==> src/pctbp_pkg.sv <==
// Shared constants, types and state codes of the per-client token bucket policer.
package pctbp_pkg;

    localparam int ENTRIES   = 16;
    localparam int IDX_W     = $clog2(ENTRIES);
    localparam int CNT_W     = $clog2(ENTRIES + 1);

    localparam int KEY_W     = 32;
    localparam int TIME_W    = 32;
    localparam int TOK_W     = 24;
    localparam int RATE_W    = 16;
    localparam int PROD_W    = TIME_W + RATE_W;
    localparam int SUM_W     = PROD_W + 1;

    localparam int CFG_IDX_W = 1;
    localparam int CFG_W     = TOK_W;
    localparam int IN_W      = KEY_W + TIME_W + TOK_W;
    localparam int OUT_W     = 8;

    localparam logic [CFG_IDX_W-1:0] REG_CAPACITY = 1'd0;
    localparam logic [CFG_IDX_W-1:0] REG_RATE     = 1'd1;

    localparam logic [TOK_W-1:0]  CAPACITY_RST = 24'd25600;
    localparam logic [RATE_W-1:0] RATE_RST     = 16'd256;

    typedef enum logic [3:0] {
        ST_IDLE = 4'b0001,
        ST_LOOK = 4'b0010,
        ST_SEL  = 4'b0100,
        ST_UPD  = 4'b1000
    } state_t;

    // Hit flag and selected entry, ORed along the row of cells
    typedef struct packed {
        logic              hit;
        logic [TOK_W-1:0]  level;
        logic [TIME_W-1:0] last;
    } chain_t;

    // Broadcast controls from the sequencer to every cell
    typedef struct packed {
        logic              look;
        logic              upd_hit;
        logic [KEY_W-1:0]  key;
        logic [TOK_W-1:0]  level;
        logic [TIME_W-1:0] now;
    } cell_ctl_t;

endpackage

==> src/pctbp_cell.sv <==
// One client bucket entry with its key compare and its link in the select chain.
module pctbp_cell
    import pctbp_pkg::*;
(
    input  logic      clk,
    input  logic      rst_n,
    input  cell_ctl_t ctl,
    input  logic      wr_new,
    input  chain_t    chain_in,
    output chain_t    chain_out
);

    logic              valid_reg;
    logic              hit_reg;
    logic [KEY_W-1:0]  key_reg;
    logic [TOK_W-1:0]  level_reg;
    logic [TIME_W-1:0] last_reg;
    logic              we;

    assign we = wr_new || (ctl.upd_hit && hit_reg);

    always_ff @(posedge clk or negedge rst_n)
    begin
        if (!rst_n)
        begin
            valid_reg <= 1'b0;
            hit_reg   <= 1'b0;
        end
        else
        begin
            if (we)
            begin
                valid_reg <= 1'b1;
            end
            if (ctl.look)
            begin
                hit_reg <= valid_reg && (key_reg == ctl.key);
            end
        end
    end

    always_ff @(posedge clk)
    begin
        if (we)
        begin
            key_reg   <= ctl.key;
            level_reg <= ctl.level;
            last_reg  <= ctl.now;
        end
    end

    always_comb
    begin
        chain_out.hit   = chain_in.hit | hit_reg;
        chain_out.level = chain_in.level | (hit_reg ? level_reg : '0);
        chain_out.last  = chain_in.last | (hit_reg ? last_reg : '0);
    end

endmodule

==> src/per_client_token_bucket_policer_top.sv <==
// Top level of the per-client token bucket policer: sequencer, refill datapath, cell row.
//
//   port group   dir  payload (low bit up)                         transfer when
//   s_axis_*     in   client_key[31:0] now_seconds[31:0] cost_q8  tvalid && tready
//   m_axis_*     out  allowed, created, table_full, zero pad       tvalid && tready
//   cfg_*        in   cfg_index selects capacity_q8 / rate_q8      cfg_we high
//
// From its input transfer to its result a request goes through key compare in
// every cell, chain select plus elapsed-time multiply, then refill/clamp/grant and
// write-back. One request is in flight at a time. A waiting result sits in the
// output register; the next request is taken meanwhile and stalls in write-back
// only if that register is still full. Reset clears all valid bits at once.
module per_client_token_bucket_policer_top
    import pctbp_pkg::*;
(
    input  logic                 clk,
    input  logic                 rst_n,
    input  logic                 s_axis_tvalid,
    output logic                 s_axis_tready,
    input  logic [IN_W-1:0]      s_axis_tdata,   // client_key, now_seconds, cost_q8
    output logic                 m_axis_tvalid,
    input  logic                 m_axis_tready,
    output logic [OUT_W-1:0]     m_axis_tdata,   // allowed, created, table_full, pad
    input  logic                 cfg_we,
    input  logic [CFG_IDX_W-1:0] cfg_index,
    input  logic [CFG_W-1:0]     cfg_data
);

    state_t              state_reg, state_next;
    logic [TOK_W-1:0]    capacity_reg;
    logic [RATE_W-1:0]   rate_reg;
    logic [CNT_W-1:0]    used_reg;

    logic [KEY_W-1:0]    key_reg;
    logic [TIME_W-1:0]   now_reg;
    logic [TOK_W-1:0]    cost_reg;

    logic                hit_reg, full_reg, create_reg;
    logic [TOK_W-1:0]    base_reg;
    logic [PROD_W-1:0]   prod_reg;

    logic                out_valid_reg;
    logic [2:0]          out_flags_reg;

    chain_t              chain [ENTRIES+1];
    cell_ctl_t           ctl;
    logic [ENTRIES-1:0]  wr_new;

    logic                accept;
    logic                commit;
    logic                miss_full;
    logic [TIME_W-1:0]   elapsed;
    logic [SUM_W-1:0]    sum;
    logic [TOK_W-1:0]    clamped;
    logic                grant;
    logic [TOK_W-1:0]    new_level;

    assign s_axis_tready = (state_reg == ST_IDLE);
    assign accept        = s_axis_tvalid && s_axis_tready;
    assign commit        = (state_reg == ST_UPD) && (!out_valid_reg || m_axis_tready);
    assign m_axis_tvalid = out_valid_reg;
    assign m_axis_tdata  = {{(OUT_W-3){1'b0}}, out_flags_reg};

    assign miss_full = !chain[ENTRIES].hit && (used_reg == CNT_W'(ENTRIES));
    assign elapsed   = chain[ENTRIES].hit ? (now_reg - chain[ENTRIES].last) : '0;

    always_comb
    begin
        sum       = SUM_W'(base_reg) + SUM_W'(prod_reg);
        clamped   = (sum > SUM_W'(capacity_reg)) ? capacity_reg : sum[TOK_W-1:0];
        grant     = (clamped >= cost_reg);
        new_level = grant ? (clamped - cost_reg) : clamped;
    end

    always_comb
    begin
        ctl.look    = (state_reg == ST_LOOK);
        ctl.upd_hit = commit && hit_reg;
        ctl.key     = key_reg;
        ctl.level   = new_level;
        ctl.now     = now_reg;
    end

    assign chain[0] = '0;

    for (genvar i = 0; i < ENTRIES; i++)
    begin : g_cell
        assign wr_new[i] = commit && create_reg && (used_reg[IDX_W-1:0] == IDX_W'(i));

        pctbp_cell u_cell (
            .clk       (clk),
            .rst_n     (rst_n),
            .ctl       (ctl),
            .wr_new    (wr_new[i]),
            .chain_in  (chain[i]),
            .chain_out (chain[i+1])
        );
    end

    always_comb
    begin
        state_next = state_reg;
        unique case (state_reg)
            ST_IDLE: if (accept) state_next = ST_LOOK;
            ST_LOOK: state_next = ST_SEL;
            ST_SEL:  state_next = ST_UPD;
            ST_UPD:  if (commit) state_next = ST_IDLE;
            default: state_next = ST_IDLE;
        endcase
    end

    always_ff @(posedge clk or negedge rst_n)
    begin
        if (!rst_n)
        begin
            state_reg     <= ST_IDLE;
            capacity_reg  <= CAPACITY_RST;
            rate_reg      <= RATE_RST;
            used_reg      <= '0;
            out_valid_reg <= 1'b0;
        end
        else
        begin
            state_reg <= state_next;
            if (cfg_we)
            begin
                unique case (cfg_index)
                    REG_CAPACITY: capacity_reg <= cfg_data;
                    REG_RATE:     rate_reg     <= cfg_data[RATE_W-1:0];
                    default:      ;
                endcase
            end
            if (commit && create_reg)
            begin
                used_reg <= used_reg + CNT_W'(1);
            end
            if (commit)
            begin
                out_valid_reg <= 1'b1;
            end
            else if (m_axis_tready)
            begin
                out_valid_reg <= 1'b0;
            end
        end
    end

    always_ff @(posedge clk)
    begin
        if (accept)
        begin
            key_reg  <= s_axis_tdata[KEY_W-1:0];
            now_reg  <= s_axis_tdata[KEY_W+TIME_W-1:KEY_W];
            cost_reg <= s_axis_tdata[IN_W-1:KEY_W+TIME_W];
        end
        if (state_reg == ST_SEL)
        begin
            hit_reg    <= chain[ENTRIES].hit;
            full_reg   <= miss_full;
            create_reg <= !chain[ENTRIES].hit && !miss_full;
            base_reg   <= chain[ENTRIES].hit ? chain[ENTRIES].level : capacity_reg;
            prod_reg   <= PROD_W'(elapsed) * PROD_W'(rate_reg);
        end
        if (commit)
        begin
            out_flags_reg <= {full_reg, create_reg, full_reg || grant};
        end
    end

endmodule

==> config.mk <==
export PLATFORM = sky130hd
export DESIGN_NAME = per_client_token_bucket_policer_top
export DESIGN_NICKNAME = d
export VERILOG_FILES = /design/src/pctbp_pkg.sv /design/src/pctbp_cell.sv /design/src/per_client_token_bucket_policer_top.sv
export SDC_FILE = /design/constraint.sdc
export NUM_CORES = 2
export LEC_CHECK = 0
export BUFFER_PORTS_ARGS = -buffer_cell sky130_fd_sc_hd__buf_2
export CAP_MARGIN = 20
export CORE_UTILIZATION = 50
export CTS_BUF_LIST = sky130_fd_sc_hd__clkbuf_4 sky130_fd_sc_hd__clkbuf_8
export DETAILED_ROUTE_END_ITERATION = 16
export HOLD_SLACK_MARGIN = 0.06
export PLACE_DENSITY = 0.74
export SLEW_MARGIN = 20
export SYNTH_ARGS = -nofsm -noshare
export SYNTH_HDL_FRONTEND = slang
export SYNTH_SLANG_ARGS = --single-unit
==> constraint.sdc <==
create_clock -name clk -period 18.7 [get_ports clk]
set_input_delay 0.935 -clock clk [delete_from_list [all_inputs] [get_ports clk]]
set_output_delay 0.935 -clock clk [all_outputs]
set_load 0.01 [all_outputs]
# --- Word level (Yosys, flattened, before mapping) ---
# Cells that the tools add are included.
totals:
  register_bits: 1656
  inputBits: 118
  output_inout_bits: 10
  word_cells: 306
classes:
  addsub: 4
  multipliers: 1
  n_lt_le_gt_ge: 2
  n_eq_ne: 38
  muxes: 41
  n_bitwise: 46
  n_reduce_logical: 80
op_table:
  columns: ["cell", "n"]
  rows:
  - ["two-way mux 32 bit", 17]
  - ["== test 32 bit", 16]
  - ["OR 32 bit", 15]
  - ["two-way mux 24 bit", 19]
  - ["OR 24 bit", 15]
  - ["logical AND 1 bit", 54]
  - ["adder 24 x 48 -> 49 bit", 1]
  - ["greater-than comparator 49 x 24 -> 1 bit", 1]
  - ["multiplier 32 x 16 -> 48 bit", 1]
  - ["== test 4 bit (second input constant)", 9]
  - ["subtractor 32 bit", 1]
  - ["greater-or-equal comparator 24 bit", 1]
  - ["subtractor 24 bit", 1]
  - ["== test 4 x 3 -> 1 bit (second input constant)", 5]
  - ["logical OR 1 bit", 18]
  - ["one-hot mux 4 bit (4 select lines)", 1]
  - ["OR 1 bit", 15]
  - ["== test 4 x 2 -> 1 bit (second input constant)", 3]
  - ["== test 4 x 1 -> 1 bit (second input constant)", 2]
  - ["two-way mux 4 bit", 2]
  - ["AND reduction 2 bit", 3]
  - ["adder 5 x 1 -> 5 bit (second input constant)", 1]
  - ["== test 5 bit (second input constant)", 1]
  - ["zero test 4 bit", 1]
  - ["6 further kinds", 9]

# --- Depth between registers and ports, before layout ---
depth:
  depth_word: 19
  ltp_mapped: 42
  mapped_depth_nobuf: 38

# --- By module ---
# A second synthesis with hierarchy kept.
unflattened:
  cells_unflattened: 6440
  hier_area_um2: 86230.2
by_module_without_submodules:
  columns: ["module", "n_inst", "cells_per_inst", "area_each_um2", "seq_area_each_um2"]
  rows:
  - ["pctbp_cell", 16, 201, 3527.1, 2692.6]
  - ["per_client_token_bucket_policer_top", 1, 3224, 29796.1, 6242.2]

# --- Worst setup path before layout ---
# No wires, ideal clock.
synth_timing:
  path_type: "reg2reg"
  from: "register g_cell[3].u_cell.hit_reg"
  to: "register prod_reg[46], data pin"
  setup_time_ns: 0.269
  arrival_ns: 8.949
  required_ns: 18.431
  path_slack_ns: 9.482
  path_stages_with_launch: 40
  n_path_buf: 4
  synth_period_minus_slack_ns: 9.218
  path_cell_list: "dfrtp_1 -> clkbuf_1 -> clkbuf_1 -> a22o_1 -> a221oi_1 -> nand4_1 -> ha_1 -> inv_1 -> fa_1 -> a21oi_1 -> o22ai_1 -> a22oi_1 -> nor4_1 -> o31ai_1 -> a211oi_1 -> nor3_1 -> o21ai_1 -> nand3_1 -> [... 4 more ...] -> inv_1 -> fa_1 -> fa_1 -> fa_1 -> inv_1 -> fa_1 -> inv_1 -> ha_1 -> clkbuf_1 -> and4_1 -> a21oi_1 -> nand2_1 -> nor3_1 -> o31a_1 -> o31a_1 -> o211a_1 -> o31ai_1 -> xor2_1"
synth_between:
  elab_chain_cells: 17
  word_cells_on_any_way: 30
  cone_classes: "add/sub (1); mul (1); mux (2); bitwise (26)"
synth_lines:
  columns: ["element", "line_no", "rtl"]
  rows:
  - ["start: declaration", "pctbp_cell.sv:14", "logic hit_reg;"]
  - ["start signal: assignment", "pctbp_cell.sv:37", "hit_reg <= valid_reg && (key_reg == ctl.key);"]
  - ["two-way mux 32 bit", "pctbp_cell.sv:56", "chain_out.last = chain_in.last | (hit_reg ? last_reg : '0);"]
  - ["OR 32 bit (13 in series)", "pctbp_cell.sv:56", null]
  - ["subtractor 32 bit", "per_client_token_bucket_policer_top.sv:65", "assign elapsed = chain[ENTRIES].hit ? (now_reg - chain[ENTRIES].last) : '0;"]
  - ["two-way mux 32 bit *", "per_client_token_bucket_policer_top.sv:65", null]
  - ["multiplier 32 x 16 -> 48 bit *", "per_client_token_bucket_policer_top.sv:162", "prod_reg <= PROD_W'(elapsed) * PROD_W'(rate_reg);"]
  - ["end signal: assignment", "per_client_token_bucket_policer_top.sv:162", null]
  - ["end: declaration", "per_client_token_bucket_policer_top.sv:40", "logic [PROD_W-1:0] prod_reg;"]
# Every way passes the cells marked *; elsewhere a longest branch is shown, timed or not.
# A chain may end at the register's enable or synchronous reset.

# --- Worst setup path after layout ---
layout_timing:
  from: "register g_cell[1].u_cell.hit_reg"
  to: "register prod_reg[46], data pin"
layout_between:
  elab_chain_cells: 19
  word_cells_on_any_way: 34
  cone_classes: "add/sub (1); mul (1); mux (2); bitwise (30)"
layout_lines:
  columns: ["element", "line_no"]
  rows:
  - ["start: declaration", "pctbp_cell.sv:14"]
  - ["start signal: assignment", "pctbp_cell.sv:37"]
  - ["two-way mux 32 bit", "pctbp_cell.sv:56"]
  - ["OR 32 bit (15 in series)", "pctbp_cell.sv:56"]
  - ["subtractor 32 bit", "per_client_token_bucket_policer_top.sv:65"]
  - ["two-way mux 32 bit *", "per_client_token_bucket_policer_top.sv:65"]
  - ["multiplier 32 x 16 -> 48 bit *", "per_client_token_bucket_policer_top.sv:162"]
# Marked as above.

==> flow_metrics.py <==
metrics = {
    "worst_hold_path": {
        "hold_path_depth": 1,
        "whs_endpoint": "key_reg[27]$_DFFE_PP_",
        "hold_start": "s_axis_tdata[27]",
        "hold_path_class": "primary input to flop",
    },
    "pwr": {
        "p_leak_nw": 34.5,
        "power_density_mw_per_mm2": 95.8,
        "p_clk_share_pct": 35.8,
        "internal-power_mw": 6.53,
        "comb_power_share_pct": 14.5,
        "ir_worst_vdd_v": 0.000109,
        "seqPwrFrac_pct": 49.8,
        "power_switching_mw": 2.45,
        "swShare_pct": 27.3,
    },
    "cts": {
        "ctsResizeCount": 0,
        "cts_buffers": 288,
        "numClockSinks": 1656,
        "holdBufCountCts": 3,
        "clkTransAtPathRegs_ns": 0.06,
        "cts_tree": "yes",
        "cts_setup_buffers": 0,
        "clock_latency_ns": 0.98,
        "htree_levels": 5,
        "cts_root_buf": "clkbuf_8",
        "cts_buffer_depth": 4,
    },
    "grt": {
        "globalRouteOverflowTotal": 0,
        "grt_pass1_wl_um": 343000,
        "grt_antenna_before_repair": 6,
        "grt_use_total_pct": 27.1,
        "grt_start_max_net_pins": 62,
        "grt_pass1_vias": 54836,
    },
    "timing": {
        "hold_violations": 0,
        "slew_violations": 0,
        "setup_violations": 0,
        "fmax_mhz": 87.7,
        "rsz0062_at_grt": "no",
        "finalSetupTns_ns": 0,
        "setup_ws_ns": 7.30,
        "worst_slew_pin_slew_ns": 1.13,
        "fin_worst_skew_ns": 0.0868,
        "min_period_ns": 11.40,
        "period_share_pct": 61.0,
        "relSlewSlack_pct": 24.3,
    },
    "worst_setup_path": {
        "crit_arrival_ns": 12.08,
        "cpMaxStageDelayCell": "dfrtp_4",
        "cp_max_fo": 37,
        "crit_path_start_kind": "flop",
        "r2r_cells": 34,
        "path_common_cell": "fa_1",
        "required_ns": 19.38,
        "critPathCaptureType": "flop",
        "r2r-end": "prod_reg[46]$_DFFE_PP_",
        "r2r_slack_ns": 7.30,
        "crit_path_max_incr_delay_ns": 0.88,
        "critical_path_class": "flop to flop",
        "r2r_start": "g_cell[1].u_cell.hit_reg$_DFFE_PN0N_",
    },
    "synth": {
        "avgSynthCellArea_um2": 13.4,
        "ys_async_sr_fraction_pct": 4.95,
        "mappedNetlistArea_mm2": 0.0846,
        "ys_ff_latch": 1656,
        "syn_inst": 6303,
        "ys_seq_area_share_pct": 58.3,
        "synth-edff-count": 1574,
        "ys_warn_count": 0,
        "ys.flop_type": "edfxtp_1",
        "ys_types": 90,
    },
    "die": {
        "core_area_mm2": 0.168,
        "num_io_pins": 128,
        "rows": 150,
        "start_util_pct": 50.5,
        "die_area_mm2": 0.171,
        "dieWidth_um": 413,
        "die_height_um": 413,
    },
    "run_status": {
        "outcome": "completed",
    },
    "run": {
        "maxCapViolations": 0,
    },
    "finish": {
        "fillers": 13221,
        "nNetsFinal": 7298,
        "drive_gt1_share_pct": 12.8,
        "area_growth_pct": 10.7,
    },
    "placement": {
        "portBuffers": 122,
        "gp_congestion": 0.911,
        "place_ws_ns": 7.64,
        "dp_hpwl_um": 143000,
    },
    "route": {
        "drt_wl_total_um": 231000,
        "drt_iter0_markers": 5730,
        "wire_per_inst_um": 25.8,
        "vias": 54345,
        "drc": 0,
        "drtPass1Iterations": 6,
        "antenna_left": 0,
        "viasPerCell": 6.08,
    },
}
==> power by group through the flow <==
| stage | sequential, mW | combinational (mW) | clock (mW) |
|---|---|---|---|
| after detailed placement | 4.55 | 1.27 | 0 |
| after global placement | 4.54 | 1.24 | 0 |
| after global routing | 4.48 | 1.38 | 3.41 |
| after floorplan | 4.53 | 0.766 | 0 |
| after CTS | 4.47 | 1.28 | 3.26 |
| final | 4.47 | 1.30 | 3.21 |
==> worst max path at each step <==
| stage | start | endpoint | slack, ns | cells after the start |
|---|---|---|---|---|
| 5_1_grt | g_cell[0].u_cell.hit_reg$_DFFE_PN0N_ | prod_reg[39]$_DFFE_PP_ | 6.83 | 36 |
| 3_5_place_dp | g_cell[1].u_cell.hit_reg$_DFFE_PN0N_ | prod_reg[46]$_DFFE_PP_ | 7.64 | 34 |
| 6_report | g_cell[1].u_cell.hit_reg$_DFFE_PN0N_ | prod_reg[46]$_DFFE_PP_ | 7.30 | 34 |
| 4_1_cts | g_cell[1].u_cell.hit_reg$_DFFE_PN0N_ | prod_reg[46]$_DFFE_PP_ | 7.56 | 34 |
| 3_3_place_gp | g_cell[1].u_cell.hit_reg$_DFFE_PN0N_ | prod_reg[46]$_DFFE_PP_ | 7.85 | 34 |
| 2_1_floorplan | g_cell[3].u_cell.hit_reg$_DFFE_PN0N_ | prod_reg[46]$_DFFE_PP_ | 9.48 | 39 |
==> cell usage after synthesis (166+ instances only) <==
library cell	count	area share, %
ha_1	227	3.4
edfxtp_1	1574	56
inv_1	530	2.4
xor2_1	269	2.8
a22oi_1	290	2.6
clkbuf_1	263	1.2
nand2_1	435	1.9
nand4_1	169	1.2
xnor2_1	351	3.6
fa_1	421	10
nor2_1	166	0.74
nand3_1	188	1.1
==> worst max-delay path, delay by kind of cell (launching register included) <==
| family | cells | cell delay (ns) |
|---|---|---|
| flip-flops | 1 | 0.88 |
| buffers and inverters | 4 | 0.68 |
| AND/OR/NAND/NOR | 7 | 1.15 |
| adder cells (fa/ha/maj) | 8 | 3.72 |
| XOR/XNOR | 2 | 0.88 |
| AO/OA/AOI/OAI | 13 | 3.79 |
==> kinds of logic (layout without fill, tap and decap cells) <==
family | count (synthesis) | count (layout) | synth area share, %
mux | 67 | 67 | 1.01
simple gates | 1462 | 1462 | 8.76
buf+inv | 858 | 1287 | 3.86
flops | 1656 | 1656 | 58.3
fa+ha+maj | 648 | 648 | 13.3
xor+xnor | 620 | 620 | 6.42
compound gates | 991 | 991 | 8.33
other cells | 1 | 9 | 0.00443
==> area by class of cell <==
type | count | area (µm²) | area share, %
inverter | 530 | 1990 | 2.12
timing repair buffer | 263 | 1710 | 1.83
sequential | 1656 | 49400 | 52.7
tap | 2204 | 2760 | 2.94
clock inverter | 101 | 711 | 0.759
multi-input combinational | 3793 | 32300 | 34.5
antenna | 4 | 10.0 | 0.0107
clock buffer | 393 | 4810 | 5.13
==> layer usage <==
metal	share of wire [%]	GRT usage, %	routed length [µm]	vias to the layer above
li1	-	-	-	23331
met1	39	36.3	90600	27531
met2	48	44.4	111000	2935
met3	9.6	5.09	22300	542
met4	3.1	8.96	7230	6
met5	0.013	0	30	-
==> metrics by stage <==
| step | utilization, % | area (µm²) | std cells | power, mW | hold slack, ns |
|---|---|---|---|---|---|
| after floorplan | - | 84600 | 6307 | 5.30 | 0.417 |
| after global placement | 52.6 | 88100 | 8441 | 5.78 | 0.451 |
| after detailed placement | 52.6 | 88100 | 8441 | 5.82 | 0.448 |
| after CTS | 55.9 | 93600 | 8938 | 9.01 | 0.0601 |
| after global routing | 55.9 | 93700 | 8941 | 9.28 | 0.0896 |
| final | 55.9 | 93700 | 8944 | 8.98 | 0.130 |
==> cell usage in the layout, fill, tap and decap left out, types with 169 or more instances in the layout <==
cell type,synthesis,final
a22oi_1,290,290
clkbuf_8,0,297
edfxtp_1,1574,1574
fa_1,421,421
ha_1,227,227
inv_1,530,529
nand2_1,435,435
nand3_1,188,188
nand4_1,169,169
xnor2_1,351,349
xor2_1,269,267
(Power assumes the default switching activity.)
